### config.mk
export PLATFORM = sky130hd
export DESIGN_NAME = simplex_shape_function_eval
export DESIGN_NICKNAME = d
export VERILOG_FILES = /design/src/rtl/ssfe_pkg.sv /design/src/rtl/ssfe_mulq.sv /design/src/rtl/simplex_shape_function_eval.sv
export VERILOG_INCLUDE_DIRS = /design/src /design/src/rtl
export SDC_FILE = /design/constraint.sdc
export NUM_CORES = 2
export LEC_CHECK = 0
export BUFFER_PORTS_ARGS = -buffer_cell sky130_fd_sc_hd__buf_2
export CAP_MARGIN = 20
export CORE_UTILIZATION = 60
export CTS_CLUSTER_DIAMETER = 200
export DETAILED_ROUTE_END_ITERATION = 10
export GPL_TIMING_DRIVEN = 0
export HOLD_SLACK_MARGIN = 0.06
export PLACE_DENSITY = 0.77
export RECOVER_POWER = 50
export SLEW_MARGIN = 20
export SYNTH_ARGS = -nofsm -noshare
export SYNTH_HDL_FRONTEND = slang
export SYNTH_HIERARCHICAL = 1
export SYNTH_SLANG_ARGS = --single-unit
### constraint.sdc
create_clock -name i_clk -period 85.2 [get_ports i_clk]
set_input_delay 0 -clock i_clk [delete_from_list [all_inputs] [get_ports i_clk]]
set_output_delay 0 -clock i_clk [all_outputs]
set_load 0.05 [all_outputs]
### src/rtl/simplex_shape_function_eval_defines.svh
// Assertion macros used by the top-level RTL file.
`ifndef SIMPLEX_SHAPE_FUNCTION_EVAL_DEFINES_SVH
`define SIMPLEX_SHAPE_FUNCTION_EVAL_DEFINES_SVH

// The consequent must hold in the same cycle as the antecedent.
`define SSFE_ASSERT_SAME(label, clk, rst_n, ante, cons) \
    label: assert property (@(posedge clk) disable iff (!(rst_n)) (ante) |-> (cons)) \
        else $error("ssfe: same-cycle check failed");

// The consequent must hold in the cycle after the antecedent.
`define SSFE_ASSERT_NEXT(label, clk, rst_n, ante, cons) \
    label: assert property (@(posedge clk) disable iff (!(rst_n)) (ante) |=> (cons)) \
        else $error("ssfe: next-cycle check failed");

`endif

### src/rtl/ssfe_pkg.sv
`default_nettype none

package ssfe_pkg;

    localparam int COORD_W = 32;
    localparam int OUT_W   = 40;
    localparam int IDX_W   = 4;
    localparam int ORDER_W = 2;
    localparam int SRC_W   = 3;

    localparam logic signed [OUT_W-1:0] OUT_MAX = 40'sh7F_FFFF_FFFF;
    localparam logic signed [OUT_W-1:0] OUT_MIN = 40'sh80_0000_0000;

    localparam logic [ORDER_W-1:0] ORDER_NONE   = 2'd0;
    localparam logic [ORDER_W-1:0] ORDER_LINEAR = 2'd1;
    localparam logic [ORDER_W-1:0] ORDER_QUAD   = 2'd2;

    localparam logic [SRC_W-1:0] SRC_L0   = 3'd0;
    localparam logic [SRC_W-1:0] SRC_L1   = 3'd1;
    localparam logic [SRC_W-1:0] SRC_L2   = 3'd2;
    localparam logic [SRC_W-1:0] SRC_L3   = 3'd3;
    localparam logic [SRC_W-1:0] SRC_HALF = 3'd4;
    localparam logic [SRC_W-1:0] SRC_ONE  = 3'd5;

    localparam logic [IDX_W-1:0] LAST_TRI_LIN  = 4'd2;
    localparam logic [IDX_W-1:0] LAST_TET_LIN  = 4'd3;
    localparam logic [IDX_W-1:0] LAST_TRI_QUAD = 4'd5;
    localparam logic [IDX_W-1:0] LAST_TET_QUAD = 4'd9;

    // A derivative term is 2*pos - 2*neg, each side optional.
    typedef struct packed {
        logic             pe;
        logic [SRC_W-1:0] p;
        logic             ne;
        logic [SRC_W-1:0] n;
    } t_term;

    typedef struct packed {
        logic [SRC_W-1:0] a;
        logic [SRC_W-1:0] b;
        logic             half_sh;
        t_term            dr;
        t_term            ds;
        t_term            dt;
        logic             last;
    } t_task;

    localparam t_term T_ZERO = '{pe: 1'b0, p: SRC_L0, ne: 1'b0, n: SRC_L0};

    function automatic t_term tp(logic [SRC_W-1:0] src);
        return '{pe: 1'b1, p: src, ne: 1'b0, n: SRC_L0};
    endfunction

    function automatic t_term tn(logic [SRC_W-1:0] src);
        return '{pe: 1'b0, p: SRC_L0, ne: 1'b1, n: src};
    endfunction

    function automatic t_term tpn(logic [SRC_W-1:0] ps, logic [SRC_W-1:0] ns);
        return '{pe: 1'b1, p: ps, ne: 1'b1, n: ns};
    endfunction

    function automatic t_task ent(logic [SRC_W-1:0] a, logic [SRC_W-1:0] b, logic half_sh,
                                  t_term dr, t_term ds, t_term dt, logic last);
        return '{a: a, b: b, half_sh: half_sh, dr: dr, ds: ds, dt: dt, last: last};
    endfunction

    // Linear functions use b = 1.0 so the product unit passes L through with saturation.
    function automatic t_task get_task(logic tet, logic quad, logic [IDX_W-1:0] k);
        t_task tk;
        tk = ent(SRC_L0, SRC_ONE, 1'b0, T_ZERO, T_ZERO, T_ZERO, 1'b1);
        case ({tet, quad})
            2'b11: begin
                case (k)
                    4'd0: tk = ent(SRC_L0, SRC_L0, 1'b0, tp(SRC_L0), T_ZERO, T_ZERO, 1'b0);
                    4'd1: tk = ent(SRC_L1, SRC_L1, 1'b0, T_ZERO, tp(SRC_L1), T_ZERO, 1'b0);
                    4'd2: tk = ent(SRC_L2, SRC_L2, 1'b0, T_ZERO, T_ZERO, tp(SRC_L2), 1'b0);
                    4'd3: tk = ent(SRC_L3, SRC_L3, 1'b0, tn(SRC_L3), tn(SRC_L3), tn(SRC_L3),
                                   1'b0);
                    4'd4: tk = ent(SRC_L0, SRC_L2, 1'b1, tp(SRC_L2), T_ZERO, tp(SRC_L0), 1'b0);
                    4'd5: tk = ent(SRC_L1, SRC_L2, 1'b1, T_ZERO, tp(SRC_L2), tp(SRC_L1), 1'b0);
                    4'd6: tk = ent(SRC_L0, SRC_L1, 1'b1, tp(SRC_L1), tp(SRC_L0), T_ZERO, 1'b0);
                    4'd7: tk = ent(SRC_L0, SRC_L3, 1'b1, tpn(SRC_L3, SRC_L0), tn(SRC_L0),
                                   tn(SRC_L0), 1'b0);
                    4'd8: tk = ent(SRC_L2, SRC_L3, 1'b1, tn(SRC_L2), tn(SRC_L2),
                                   tpn(SRC_L3, SRC_L2), 1'b0);
                    4'd9: tk = ent(SRC_L1, SRC_L3, 1'b1, tn(SRC_L1), tpn(SRC_L3, SRC_L1),
                                   tn(SRC_L1), 1'b1);
                    default: tk = ent(SRC_L0, SRC_ONE, 1'b0, T_ZERO, T_ZERO, T_ZERO, 1'b1);
                endcase
            end
            2'b10: begin
                case (k)
                    4'd0: tk = ent(SRC_L0, SRC_ONE, 1'b0, tp(SRC_HALF), T_ZERO, T_ZERO, 1'b0);
                    4'd1: tk = ent(SRC_L1, SRC_ONE, 1'b0, T_ZERO, tp(SRC_HALF), T_ZERO, 1'b0);
                    4'd2: tk = ent(SRC_L2, SRC_ONE, 1'b0, T_ZERO, T_ZERO, tp(SRC_HALF), 1'b0);
                    4'd3: tk = ent(SRC_L3, SRC_ONE, 1'b0, tn(SRC_HALF), tn(SRC_HALF),
                                   tn(SRC_HALF), 1'b1);
                    default: tk = ent(SRC_L0, SRC_ONE, 1'b0, T_ZERO, T_ZERO, T_ZERO, 1'b1);
                endcase
            end
            2'b01: begin
                case (k)
                    4'd0: tk = ent(SRC_L0, SRC_L0, 1'b0, tp(SRC_L0), T_ZERO, T_ZERO, 1'b0);
                    4'd1: tk = ent(SRC_L1, SRC_L1, 1'b0, T_ZERO, tp(SRC_L1), T_ZERO, 1'b0);
                    4'd2: tk = ent(SRC_L2, SRC_L2, 1'b0, tn(SRC_L2), tn(SRC_L2), T_ZERO, 1'b0);
                    4'd3: tk = ent(SRC_L0, SRC_L2, 1'b1, tpn(SRC_L2, SRC_L0), tn(SRC_L0),
                                   T_ZERO, 1'b0);
                    4'd4: tk = ent(SRC_L1, SRC_L2, 1'b1, tn(SRC_L1), tpn(SRC_L2, SRC_L1),
                                   T_ZERO, 1'b0);
                    4'd5: tk = ent(SRC_L0, SRC_L1, 1'b1, tp(SRC_L1), tp(SRC_L0), T_ZERO, 1'b1);
                    default: tk = ent(SRC_L0, SRC_ONE, 1'b0, T_ZERO, T_ZERO, T_ZERO, 1'b1);
                endcase
            end
            default: begin
                case (k)
                    4'd0: tk = ent(SRC_L0, SRC_ONE, 1'b0, tp(SRC_HALF), T_ZERO, T_ZERO, 1'b0);
                    4'd1: tk = ent(SRC_L1, SRC_ONE, 1'b0, T_ZERO, tp(SRC_HALF), T_ZERO, 1'b0);
                    4'd2: tk = ent(SRC_L2, SRC_ONE, 1'b0, tn(SRC_HALF), tn(SRC_HALF), T_ZERO,
                                   1'b1);
                    default: tk = ent(SRC_L0, SRC_ONE, 1'b0, T_ZERO, T_ZERO, T_ZERO, 1'b1);
                endcase
            end
        endcase
        return tk;
    endfunction

endpackage

`default_nettype wire

### src/rtl/ssfe_mulq.sv
`default_nettype none

module ssfe_mulq #(
    parameter int FRAC_BITS = 30,
    parameter int LW        = 35
) (
    input  wire logic                               i_clk,
    input  wire logic                               i_en,
    input  wire logic signed [LW-1:0]               i_a,
    input  wire logic signed [LW-1:0]               i_b,
    input  wire logic                               i_half_sh,
    output logic signed [ssfe_pkg::OUT_W-1:0]       o_value
);
    import ssfe_pkg::*;

    localparam int MW = LW - 1;
    localparam int HW = MW - 32;
    localparam int RW = 2 * MW + 1;

    localparam logic [RW-1:0] RND_FULL = RW'(1) << (FRAC_BITS - 1);
    localparam logic [RW-1:0] RND_HALF = RW'(1) << (FRAC_BITS - 2);
    localparam logic [RW-1:0] MAG_MAX  = RW'(OUT_MAX);
    localparam logic [RW-1:0] MAG_NEG  = RW'(OUT_MAX) + RW'(1);

    logic          r_q1_neg, r_q2_neg, r_q3_neg;
    logic          r_q1_half, r_q2_half, r_q3_half;
    logic [MW-1:0] r_ma, r_mb;
    logic [63:0]   r_ll;
    logic [31+HW:0] r_lh, r_hl;
    logic [2*HW-1:0] r_hh;
    logic [RW-1:0] r_p;
    logic [LW-1:0] abs_a, abs_b;
    logic [RW-1:0] mag;

    assign abs_a = i_a[LW-1] ? LW'(-i_a) : LW'(i_a);
    assign abs_b = i_b[LW-1] ? LW'(-i_b) : LW'(i_b);
    assign mag   = r_q3_half ? (r_p >> (FRAC_BITS - 1)) : (r_p >> FRAC_BITS);

    always_ff @(posedge i_clk) begin
        if (i_en) begin
            r_q1_neg  <= i_a[LW-1] ^ i_b[LW-1];
            r_q1_half <= i_half_sh;
            r_ma      <= abs_a[MW-1:0];
            r_mb      <= abs_b[MW-1:0];

            r_q2_neg  <= r_q1_neg;
            r_q2_half <= r_q1_half;
            r_ll      <= r_ma[31:0] * r_mb[31:0];
            r_lh      <= r_ma[31:0] * r_mb[MW-1:32];
            r_hl      <= r_ma[MW-1:32] * r_mb[31:0];
            r_hh      <= r_ma[MW-1:32] * r_mb[MW-1:32];

            r_q3_neg  <= r_q2_neg;
            r_q3_half <= r_q2_half;
            r_p       <= RW'(r_ll) + (RW'(r_lh) << 32) + (RW'(r_hl) << 32)
                         + (RW'(r_hh) << 64) + (r_q2_half ? RND_HALF : RND_FULL);

            if (r_q3_neg) begin
                o_value <= (mag >= MAG_NEG) ? OUT_MIN : OUT_W'(-mag);
            end else begin
                o_value <= (mag > MAG_MAX) ? OUT_MAX : OUT_W'(mag);
            end
        end
    end

endmodule

`default_nettype wire

### src/rtl/simplex_shape_function_eval.sv
// Shape functions on a triangle or tetrahedron at one parametric point.
// Input channel: i_in_valid / o_in_stall with is_tet and Q2.30 coordinates r, s, t.
// Output channel: o_res_valid / i_res_stall, one shape function per item with its
// index, value, three derivatives and a last flag on the final one of the point.
// Configuration: i_cfg_valid / o_cfg_ready (always ready) writes poly_order;
// write it only while the block is idle. Order 0 drops points without output.
// Each point expands to 3, 4, 6 or 10 result items at one item per cycle while the
// receiver does not stall, so the result sequencer limits how often a new point is
// taken. A point is accepted in the cycle the sequencer issues the previous point's
// last item. From acceptance to the first result a point passes a six-register
// pipeline (sequencer, operand select, magnitude, partial products, sum, round).
// Reset (synchronous, active low) empties the pipeline and sets poly_order to 2.
// When the receiver stalls with a result waiting, the whole pipeline holds and the
// input is stalled with it; no item is lost or repeated.
`default_nettype none
`include "simplex_shape_function_eval_defines.svh"

module simplex_shape_function_eval #(
    parameter int COORD_FRAC_BITS = 30
) (
    input  wire logic                                  i_clk,
    input  wire logic                                  i_rst_n,
    input  wire logic                                  i_cfg_valid,
    output logic                                       o_cfg_ready,
    input  wire logic [ssfe_pkg::ORDER_W-1:0]          i_cfg_data,
    input  wire logic                                  i_in_valid,
    output logic                                       o_in_stall,
    input  wire logic                                  i_is_tet,
    input  wire logic signed [ssfe_pkg::COORD_W-1:0]   i_coord_r,
    input  wire logic signed [ssfe_pkg::COORD_W-1:0]   i_coord_s,
    input  wire logic signed [ssfe_pkg::COORD_W-1:0]   i_coord_t,
    output logic                                       o_res_valid,
    input  wire logic                                  i_res_stall,
    output logic [ssfe_pkg::IDX_W-1:0]                 o_shape_index,
    output logic signed [ssfe_pkg::OUT_W-1:0]          o_shape_value,
    output logic signed [ssfe_pkg::OUT_W-1:0]          o_deriv_r,
    output logic signed [ssfe_pkg::OUT_W-1:0]          o_deriv_s,
    output logic signed [ssfe_pkg::OUT_W-1:0]          o_deriv_t,
    output logic                                       o_last
);
    import ssfe_pkg::*;

    localparam int MB = (COORD_FRAC_BITS > 32) ? COORD_FRAC_BITS : 32;
    localparam int LW = MB + 3;
    localparam int DW = LW + 2;
    localparam int EW = (DW > 41) ? DW : 41;

    localparam logic signed [LW-1:0] ONE_V  = LW'(1) << COORD_FRAC_BITS;
    localparam logic signed [LW-1:0] HALF_V = LW'(1) << (COORD_FRAC_BITS - 1);
    localparam logic signed [EW-1:0] SAT_HI = EW'(OUT_MAX);
    localparam logic signed [EW-1:0] SAT_LO = EW'(OUT_MIN);

    function automatic logic signed [OUT_W-1:0] sat_d(logic signed [DW-1:0] v);
        logic signed [EW-1:0] x;
        x = EW'(v);
        if (x > SAT_HI) begin
            return OUT_MAX;
        end
        if (x < SAT_LO) begin
            return OUT_MIN;
        end
        return x[OUT_W-1:0];
    endfunction

    logic [ORDER_W-1:0] r_order;

    logic              r_seq_valid;
    logic              r_seq_tet;
    logic              r_seq_quad;
    logic [IDX_W-1:0]  r_seq_k;
    logic signed [LW-1:0] r_l [4];

    logic signed [LW-1:0] n_r, n_s, n_t, n_l2, n_l3;
    t_task             tk;
    logic              pipe_en;
    logic              seq_free;
    logic              in_acc;

    logic              r1_valid, r2_valid, r3_valid, r4_valid, r_out_valid;
    logic signed [LW-1:0] r1_a, r1_b;
    logic              r1_half;
    logic signed [LW-1:0] r1_dp [3];
    logic signed [LW-1:0] r1_dn [3];
    logic signed [DW-1:0] r2_d [3];
    logic signed [OUT_W-1:0] r3_d [3];
    logic signed [OUT_W-1:0] r4_d [3];
    logic signed [OUT_W-1:0] r_out_d [3];
    logic [IDX_W-1:0]  r1_idx, r2_idx, r3_idx, r4_idx, r_out_idx;
    logic              r1_last, r2_last, r3_last, r4_last, r_out_last;
    t_term             terms [3];

    function automatic logic signed [LW-1:0] sel_src(logic [SRC_W-1:0] code,
                                                     logic signed [LW-1:0] l0,
                                                     logic signed [LW-1:0] l1,
                                                     logic signed [LW-1:0] l2,
                                                     logic signed [LW-1:0] l3);
        case (code)
            SRC_L0:   return l0;
            SRC_L1:   return l1;
            SRC_L2:   return l2;
            SRC_L3:   return l3;
            SRC_HALF: return HALF_V;
            SRC_ONE:  return ONE_V;
            default:  return '0;
        endcase
    endfunction

    assign o_cfg_ready = 1'b1;

    assign n_r  = LW'(i_coord_r);
    assign n_s  = LW'(i_coord_s);
    assign n_t  = LW'(i_coord_t);
    assign n_l3 = ONE_V - n_r - n_s - n_t;
    assign n_l2 = i_is_tet ? n_t : (ONE_V - n_r - n_s);

    assign tk       = get_task(r_seq_tet, r_seq_quad, r_seq_k);
    assign pipe_en  = !r_out_valid || !i_res_stall;
    assign seq_free = !r_seq_valid || tk.last;
    assign o_in_stall = !(pipe_en && seq_free);
    assign in_acc   = i_in_valid && !o_in_stall;

    assign terms[0] = tk.dr;
    assign terms[1] = tk.ds;
    assign terms[2] = tk.dt;

    always_ff @(posedge i_clk) begin
        if (!i_rst_n) begin
            r_order <= ORDER_QUAD;
        end else if (i_cfg_valid && o_cfg_ready) begin
            r_order <= i_cfg_data;
        end
    end

    always_ff @(posedge i_clk) begin
        if (!i_rst_n) begin
            r_seq_valid <= 1'b0;
            r_seq_k     <= '0;
        end else if (pipe_en) begin
            if (seq_free) begin
                r_seq_valid <= in_acc && (r_order != ORDER_NONE);
                r_seq_k     <= '0;
            end else begin
                r_seq_k     <= r_seq_k + IDX_W'(1);
            end
        end
    end

    always_ff @(posedge i_clk) begin
        if (in_acc) begin
            r_seq_tet  <= i_is_tet;
            r_seq_quad <= r_order[1];
            r_l[0]     <= n_r;
            r_l[1]     <= n_s;
            r_l[2]     <= n_l2;
            r_l[3]     <= n_l3;
        end
    end

    always_ff @(posedge i_clk) begin
        if (!i_rst_n) begin
            r1_valid    <= 1'b0;
            r2_valid    <= 1'b0;
            r3_valid    <= 1'b0;
            r4_valid    <= 1'b0;
            r_out_valid <= 1'b0;
        end else if (pipe_en) begin
            r1_valid    <= r_seq_valid;
            r2_valid    <= r1_valid;
            r3_valid    <= r2_valid;
            r4_valid    <= r3_valid;
            r_out_valid <= r4_valid;
        end
    end

    always_ff @(posedge i_clk) begin
        if (pipe_en) begin
            r1_a    <= sel_src(tk.a, r_l[0], r_l[1], r_l[2], r_l[3]);
            r1_b    <= sel_src(tk.b, r_l[0], r_l[1], r_l[2], r_l[3]);
            r1_half <= tk.half_sh;
            r1_idx  <= r_seq_k;
            r1_last <= tk.last;
            for (int i = 0; i < 3; i++) begin
                r1_dp[i] <= terms[i].pe ?
                            sel_src(terms[i].p, r_l[0], r_l[1], r_l[2], r_l[3]) : '0;
                r1_dn[i] <= terms[i].ne ?
                            sel_src(terms[i].n, r_l[0], r_l[1], r_l[2], r_l[3]) : '0;
                r2_d[i]    <= (DW'(r1_dp[i]) <<< 1) - (DW'(r1_dn[i]) <<< 1);
                r3_d[i]    <= sat_d(r2_d[i]);
                r4_d[i]    <= r3_d[i];
                r_out_d[i] <= r4_d[i];
            end
            r2_idx     <= r1_idx;
            r3_idx     <= r2_idx;
            r4_idx     <= r3_idx;
            r_out_idx  <= r4_idx;
            r2_last    <= r1_last;
            r3_last    <= r2_last;
            r4_last    <= r3_last;
            r_out_last <= r4_last;
        end
    end

    ssfe_mulq #(
        .FRAC_BITS (COORD_FRAC_BITS),
        .LW        (LW)
    ) u_mulq (
        .i_clk     (i_clk),
        .i_en      (pipe_en),
        .i_a       (r1_a),
        .i_b       (r1_b),
        .i_half_sh (r1_half),
        .o_value   (o_shape_value)
    );

    assign o_res_valid   = r_out_valid;
    assign o_shape_index = r_out_idx;
    assign o_deriv_r     = r_out_d[0];
    assign o_deriv_s     = r_out_d[1];
    assign o_deriv_t     = r_out_d[2];
    assign o_last        = r_out_last;

    `SSFE_ASSERT_SAME(a_index_range, i_clk, i_rst_n, o_res_valid,
                      o_shape_index <= LAST_TET_QUAD)
    `SSFE_ASSERT_SAME(a_last_index, i_clk, i_rst_n, o_res_valid && o_last,
                      o_shape_index == LAST_TRI_LIN || o_shape_index == LAST_TET_LIN ||
                      o_shape_index == LAST_TRI_QUAD || o_shape_index == LAST_TET_QUAD)
    `SSFE_ASSERT_NEXT(a_seq_advance, i_clk, i_rst_n, r_seq_valid && !tk.last && pipe_en,
                      r_seq_valid && r_seq_k == $past(r_seq_k) + IDX_W'(1))

endmodule

`default_nettype wire
==> After elaboration in Yosys (flattened, before gate mapping) <==
Memory sizes are Yosys's and may differ from the RTL's. A register that Yosys moved wholly into a read port is not among the register bits.
Index checks and enable logic that the tools add are counted.
W data, S select, Z words.
{ "op_classes": {"n_eq_ne": 48, "n_mul": 4, "n_div": 0, "bitwise_logic": 1, "n_lt_le_gt_ge": 8, "n_addsub": 14, "shift": 0, "n_reduce_logical": 20, "mux": 69} }
{ "ops": {"columns": ["cell", "n"], "rows": [
  ["$pmux W35 S6", 8],
  ["$mux W40", 19],
  ["$mux W35", 13],
  ["$pmux W31 S6", 1],
  ["$pmux W31 S4", 1],
  ["$gt A37 B40 Y1 const B", 3],
  ["$lt A37 B40 Y1 const B", 3],
  ["$sub A36 B36 Y37", 3],
  ["$pmux W32 S3", 1],
  ["$pmux W31 S3", 1],
  ["$add A69 B66 Y69", 1],
  ["$add A69 B68 Y69", 1],
  ["$add A69 B69 Y69", 1],
  ["$ge A69 B40 Y1 const B", 1],
  ["$gt A69 B39 Y1 const B", 1],
  ["$mux W34", 2],
  ["$neg A34 Y34", 2],
  ["$add A64 B66 Y67", 1],
  ["$mul A32 B32 Y64", 1],
  ["$eq A3 B2 Y1 const B", 16],
  ["$eq A3 B3 Y1 const B", 16],
  ["$neg A40 Y40", 1],
  ["$sub A34 B32 Y35", 1],
  ["$mul A2 B32 Y34", 1],
  ["22 further kinds", 65]
]} }
{ "word_totals": {"rom_bits": 400, "out_inout_bits": 168, "n_memories": 8, "mem_bits_rw": 821, "latchBits": 0, "elab_cells": 209, "ff_bits": 429, "inputBits": 104} }
{ "mem_list": {"columns": ["name", "depth", "word_bits", "read_ports", "rd_clocked_by_memory_dff", "write_ports", "line", "rtl"], "rows": [
  ["(no name shown)", 16, 25, 1, 1, 0, "ssfe_pkg.sv:73", "case (k)"],
  ["r_l", 4, 35, 4, 0, 4, "simplex_shape_function_eval.sv:71", "logic signed [LW-1:0] r_l [4];"],
  ["r3_d", 3, 40, 3, 0, 3, "simplex_shape_function_eval.sv:85", "logic signed [OUT_W-1:0] r3_d [3];"],
  ["r4_d", 3, 40, 3, 0, 3, "simplex_shape_function_eval.sv:86", "logic signed [OUT_W-1:0] r4_d [3];"],
  ["r_out_d", 3, 40, 3, 0, 3, "simplex_shape_function_eval.sv:87", "logic signed [OUT_W-1:0] r_out_d [3];"],
  ["r2_d", 3, 37, 3, 0, 3, "simplex_shape_function_eval.sv:84", "logic signed [DW-1:0] r2_d [3];"],
  ["2 more memories", null, null, null, null, null, null, null]
]} }

==> Logic depth before layout (Yosys ltp) <==
An unclocked memory read counts as a cell.
{ "logic_depth": {"word_depth": 9, "depth_mapped": 27} }

==> By module <==
The synthesis kept the hierarchy.
{ "by_module_without_submodules": {"columns": ["module", "cells_each", "area_per_inst_um2", "instances"], "rows": [
  ["ssfe_mulq", 5246, 50235.7, 1],
  ["simplex_shape_function_eval", 3781, 43875.8, 1]
]} }

==> Worst setup path before layout <==
Ideal clock, no wire load.
{ "synth_path": {"path_kind": "reg-to-reg", "startpoint": "register r_out_valid (netlist: o_res_valid)", "endpoint": "memory r_l[0][0] (enable)", "n_path_buf": 2, "path_stages_with_launch": 6, "arrival_time_ns": 31.328, "synth_period_minus_slack_ns": 31.840, "setup_time_ns": 0.512, "path_slack_ns": 53.360, "required_time_ns": 84.688, "path_cell_list": "dfxtp_1 -> and2_1 -> clkbuf_1 -> inv_2 -> clkbuf_1 -> and3_1"} }
{ "synth_rtl": {"columns": ["item", "line", "rtl"], "rows": [
  ["from (decl)", "simplex_shape_function_eval.sv:79", "logic r1_valid, r2_valid, r3_valid, r4_valid, r_out_valid;"],
  ["from (signal assigned)", "simplex_shape_function_eval.sv:171", "r_out_valid <= r4_valid;"],
  ["to (decl)", "simplex_shape_function_eval.sv:71", null]
]} }

==> Final worst setup path <==
{ "layout_path": {"startpoint": "register r_out_valid (netlist: o_res_valid)", "endpoint": "register u_mulq/o_value[16] in the netlist's numbering (enable)"} }
{ "layout_via": {"elab_chain_len": 2} }
{ "layout_lines": {"columns": ["item", "line", "rtl"], "rows": [
  ["$logic_not A1 Y1", "simplex_shape_function_eval.sv:117", "assign pipe_en = !r_out_valid || !i_res_stall;"],
  ["$logic_or A1 B1 Y1", "simplex_shape_function_eval.sv:117", null],
  ["via pipe_en", "simplex_shape_function_eval.sv:75", "logic pipe_en;"],
  ["to (signal assigned)", "ssfe_mulq.sv:59", "o_value <= (mag >= MAG_NEG) ? OUT_MIN : OUT_W'(-mag);"],
  ["to (signal assigned)", "ssfe_mulq.sv:61", "o_value <= (mag > MAG_MAX) ? OUT_MAX : OUT_W'(mag);"],
  ["to (decl)", "ssfe_mulq.sv:12", "output logic signed [ssfe_pkg::OUT_W-1:0] o_value"]
]} }
The timed path passes the listed nets, and every way through them passes these cells.
A chain may end at the register's enable or synchronous reset.

==> flow_summary_export.csv <==
group,metric,value,unit
place,place_inst,11400,
synth,yosys_warnings,6,
critical_path,required,85.61,ns
worst_hold_path,holdPathEnd,"r_l[2][25]",
grt,antenna_found_initial,72,
sta,fmax,87.7,MHz
final_layout,stdcell_count,11800,
critical_path,critPathSlowestCell,"clkbuf_1",
grt,grt_busiest_layer,"met2",
final_layout,regArea,33700,µm²
drt,totalWireLength,366000,µm
final_layout,nNetsFinal,11200,
sta,tightestPinTransition,3.19,ns
worst_hold_path,worstHoldPathType,"input port to flop",
drt,routed_via_density,6.57,
job,maxCapViolCount,9,
worst_hold_path,min_from,"i_coord_t[25]",
final_layout,multi_input_area,54300,µm²
clocking,h-tree-depth,3,
final_layout,area_delta_synth_final,10.5,%
floorplanning,start_util,60.7,%
floorplanning,ios,272,
grt,grt_max_degree,65,
critical_path,slowest_delay,2.28,ns
critical_path,crit_top_cell,"clkbuf_1",
floorplanning,core,155000,µm²
clocking,cts_num_sinks,1131,
drt,post-route-drc-count,23,
critical_path,reg2reg_to,"u_mulq/o_value[16]",
clocking,postCtsHoldBufs,175,
sta,report.final.slew_viol_count,428,
floorplanning,design.die.area,158000,µm²
critical_path,cp-start-kind,"flop",
grt,grt_util_met3,20.4,%
run_status,violations,"design-rule violations, max-capacitance violations, max-slew violations",
sta,fin_skew,0.0704,ns
critical_path,r2r_cells,11,
synth,synthCells,9027,
clocking,cts_resized,0,
grt,grt_usage,45.8,%
grt,grt_use_met1,60.0,%
synth,synth_edf_count,1100,
clocking,insertion_delay,0.80,ns
sta,finalCriticalPeriod,11.41,ns
clocking,postCtsSetupBuffers,0,
sta,finalHoldViolCount,0,
run_status,outcome,"finished, violations left",
sta,timing.final.crit_share,13.4,%
synth,syn-cell-area,94100,µm²
critical_path,path_delay_family,"buffers and inverters",
sta,relSlewSlack,-113,%
clocking,path_clk_slew,0.07,ns
drt,wl_per_cell,31.1,µm
final_layout,nFillCells,11600,
synth,synthDistinctLibCells,97,
critical_path,reg2reg_from,"o_res_valid",
drt,antenna_left,0,
grt,grt_pass1_wl,516000,µm
worst_hold_path,hold_depth,3,
critical_path,criticalPathCategory,"flop to flop",
critical_path,arrival,11.81,ns
critical_path,end_kind,"flop",
synth,syn_avg_cell_area,10.4,µm²
floorplanning,core.rowCount,144,
final_layout,drive_gt1_share,4.34,%
drt,drt_iter0_drc,12000,
critical_path,critical_path_buf_inv_count,10,
place,portBuffers,267,
floorplanning,dieHeight,398,µm
place,place_congestion,1.11,
sta,setup_viol,0,
grt,grt_pass1_vias,75600,
critical_path,cp_cell_sequence,"and2_0 > clkbuf_1 > inv_1 > clkbuf_1 > clkbuf_1 > clkbuf_1 > clkbuf_1 > clkbuf_1 > buf_16 > buf_16 > buf_16",
grt,gr-total-overflow,0,
synth,ys_ff_latch,1131,
drt,dr.pass1.iters,11,
grt,grtUsageMet2,64.5,%
synth,async_flop_share,0,%
place,post-dp-hpwl,280000,µm
clocking,cts-root-buf,"clkbuf_16",
drt,vias,77400,
critical_path,cp_max_fo,56,
critical_path,r2r_slack,73.79,ns
synth,synthFlopType,"edfxtp_1",
synth,seq_area_frac_synth,35.8,%
clocking,clock_path_buffers,3,
floorplanning,die_w,398,µm
sta,rsz0062_at_grt,"no",
clocking,cts_inserted_buffers,116,
clocking,cts_tree,"done",
sta,setup-tns-final,0,ns
[cell usage after synthesis, drive strengths merged, types with 70 or more instances]
| cell type | n | area share [%] |
|---|---|---|
| a22oi | 80 | 0.64 |
| ha | 576 | 7.7 |
| a221oi | 70 | 0.68 |
| and2 | 796 | 5.3 |
| nor2 | 457 | 1.8 |
| a21o | 165 | 1.3 |
| mux2 | 111 | 1.3 |
| edfxtp | 1100 | 35 |
| xor2 | 123 | 1.1 |
| o21ai | 295 | 1.6 |
| nand2 | 940 | 3.7 |
| clkbuf | 408 | 1.6 |
| nand3 | 143 | 0.76 |
| a211oi | 76 | 0.61 |
| fa | 937 | 20 |
| a21oi | 435 | 2.3 |
| xnor2 | 234 | 2.2 |
| inv | 1154 | 4.6 |
[worst max-delay path by stage]
stage	from	cells after the start	endpoint
after CTS	u_mulq/r_ma[31]	26	u_mulq/r_ll[62]
after floorplan	o_res_valid	5	r_l[0][0]
after detailed placement	u_mulq/r_ma[31]	26	u_mulq/r_ll[62]
after global placement	o_res_valid	11	flop
final	o_res_valid	11	u_mulq/o_value[16]
after global routing	o_res_valid	11	u_mulq/o_value[16]
[cells by family after synthesis]
kind of cell             synth area share (%)
AO/OA/AOI/OAI                            11.3
XOR/XNOR                                 3.32
adder cells (fa/ha/maj)                  27.6
buffers and inverters                    6.47
flip-flops                               35.8
multiplexers                             1.58
other                                 0.00798
AND/OR/NAND/NOR                          14.0
[per-layer routing]
metal	vias to the layer above	routed length (µm)
met5	-	275
met4	34	23000
met3	1456	60400
met2	6211	148000
met1	37900	134000
li1	31800	-
[sequential cells by signal, summed over array words and instances (netlist names), 34 cells and up, named ones only]
register	count
r1_a	35
u_mulq/r_lh	34
r_out_d	108
u_mulq/r_ll	36
u_mulq/o_value	40
r_l	133
u_mulq/r_hl	34
u_mulq/r_ma	34
r1_b	35
r2_d	108
u_mulq/r_p	40
r1_dp	105
r4_d	108
u_mulq/r_mb	34
r1_dn	70
r3_d	108
[worst register-to-register path, cell delays in order, from the launching register on]
cell,delay (ns)
dfxtp_1,0.33
and2_0,0.15
clkbuf_1,0.17
inv_1,0.14
clkbuf_1,1.19
clkbuf_1,1.96
clkbuf_1,1.49
clkbuf_1,2.29
clkbuf_1,2.28
buf_16,0.35
buf_16,0.31
buf_16,0.34
[cell usage in the layout (no fill, tap or decap), drive strengths merged, types with 31 or more instances in the layout]
cell type	n
xor2	123
edfxtp	1100
nand2	940
xnor2	234
o21a	52
buf	103
a221oi	70
nand4	39
a211oi	76
o21ai	295
clkinv	50
mux2	111
a22oi	80
and2	796
nor3	50
a21oi	435
clkbuf	776
inv	1162
nand3	143
nand2b	38
diode	32
fa	937
nor2b	57
o31ai	44
a21o	165
and3	44
nor2	457
a31oi	62
o21bai	47
ha	576
a222oi	59
dlygate4sd3	175
o22ai	43
dfxtp	31
[final cells by class]
| class | count | area share, % |
|---|---|---|
| multi-input cells | 6290 | 52.2 |
| flip-flops and latches | 1131 | 32.4 |
| inverters | 1154 | 4.16 |
| repair buffers | 471 | 3.15 |
| clock buffers | 129 | 2.84 |
| well taps | 2044 | 2.46 |
| plain buffers | 454 | 1.71 |
| clock inverters | 86 | 1.02 |
| diodes | 32 | 0.0770 |
[through the flow]
stage | cell area [µm²] | setup WS [ns] | util, % | hold slack (ns)
3_5_place_dp | 98600 | 75.06 | 63.7 | 0.193
3_3_place_gp | 98000 | 45.88 | 63.3 | 0.192
4_1_cts | 104000 | 75.05 | 67.4 | 0.0721
2_1_floorplan | 94100 | 53.36 | - | 0.0989
5_1_grt | 104000 | 73.03 | 67.1 | 0.0988
6_report | 104000 | 73.79 | 67.1 | 0.0913
Power is left out: the tool's default activity adds up to more than one toggle a clock period on the data nets, which glitch-free logic cannot reach.
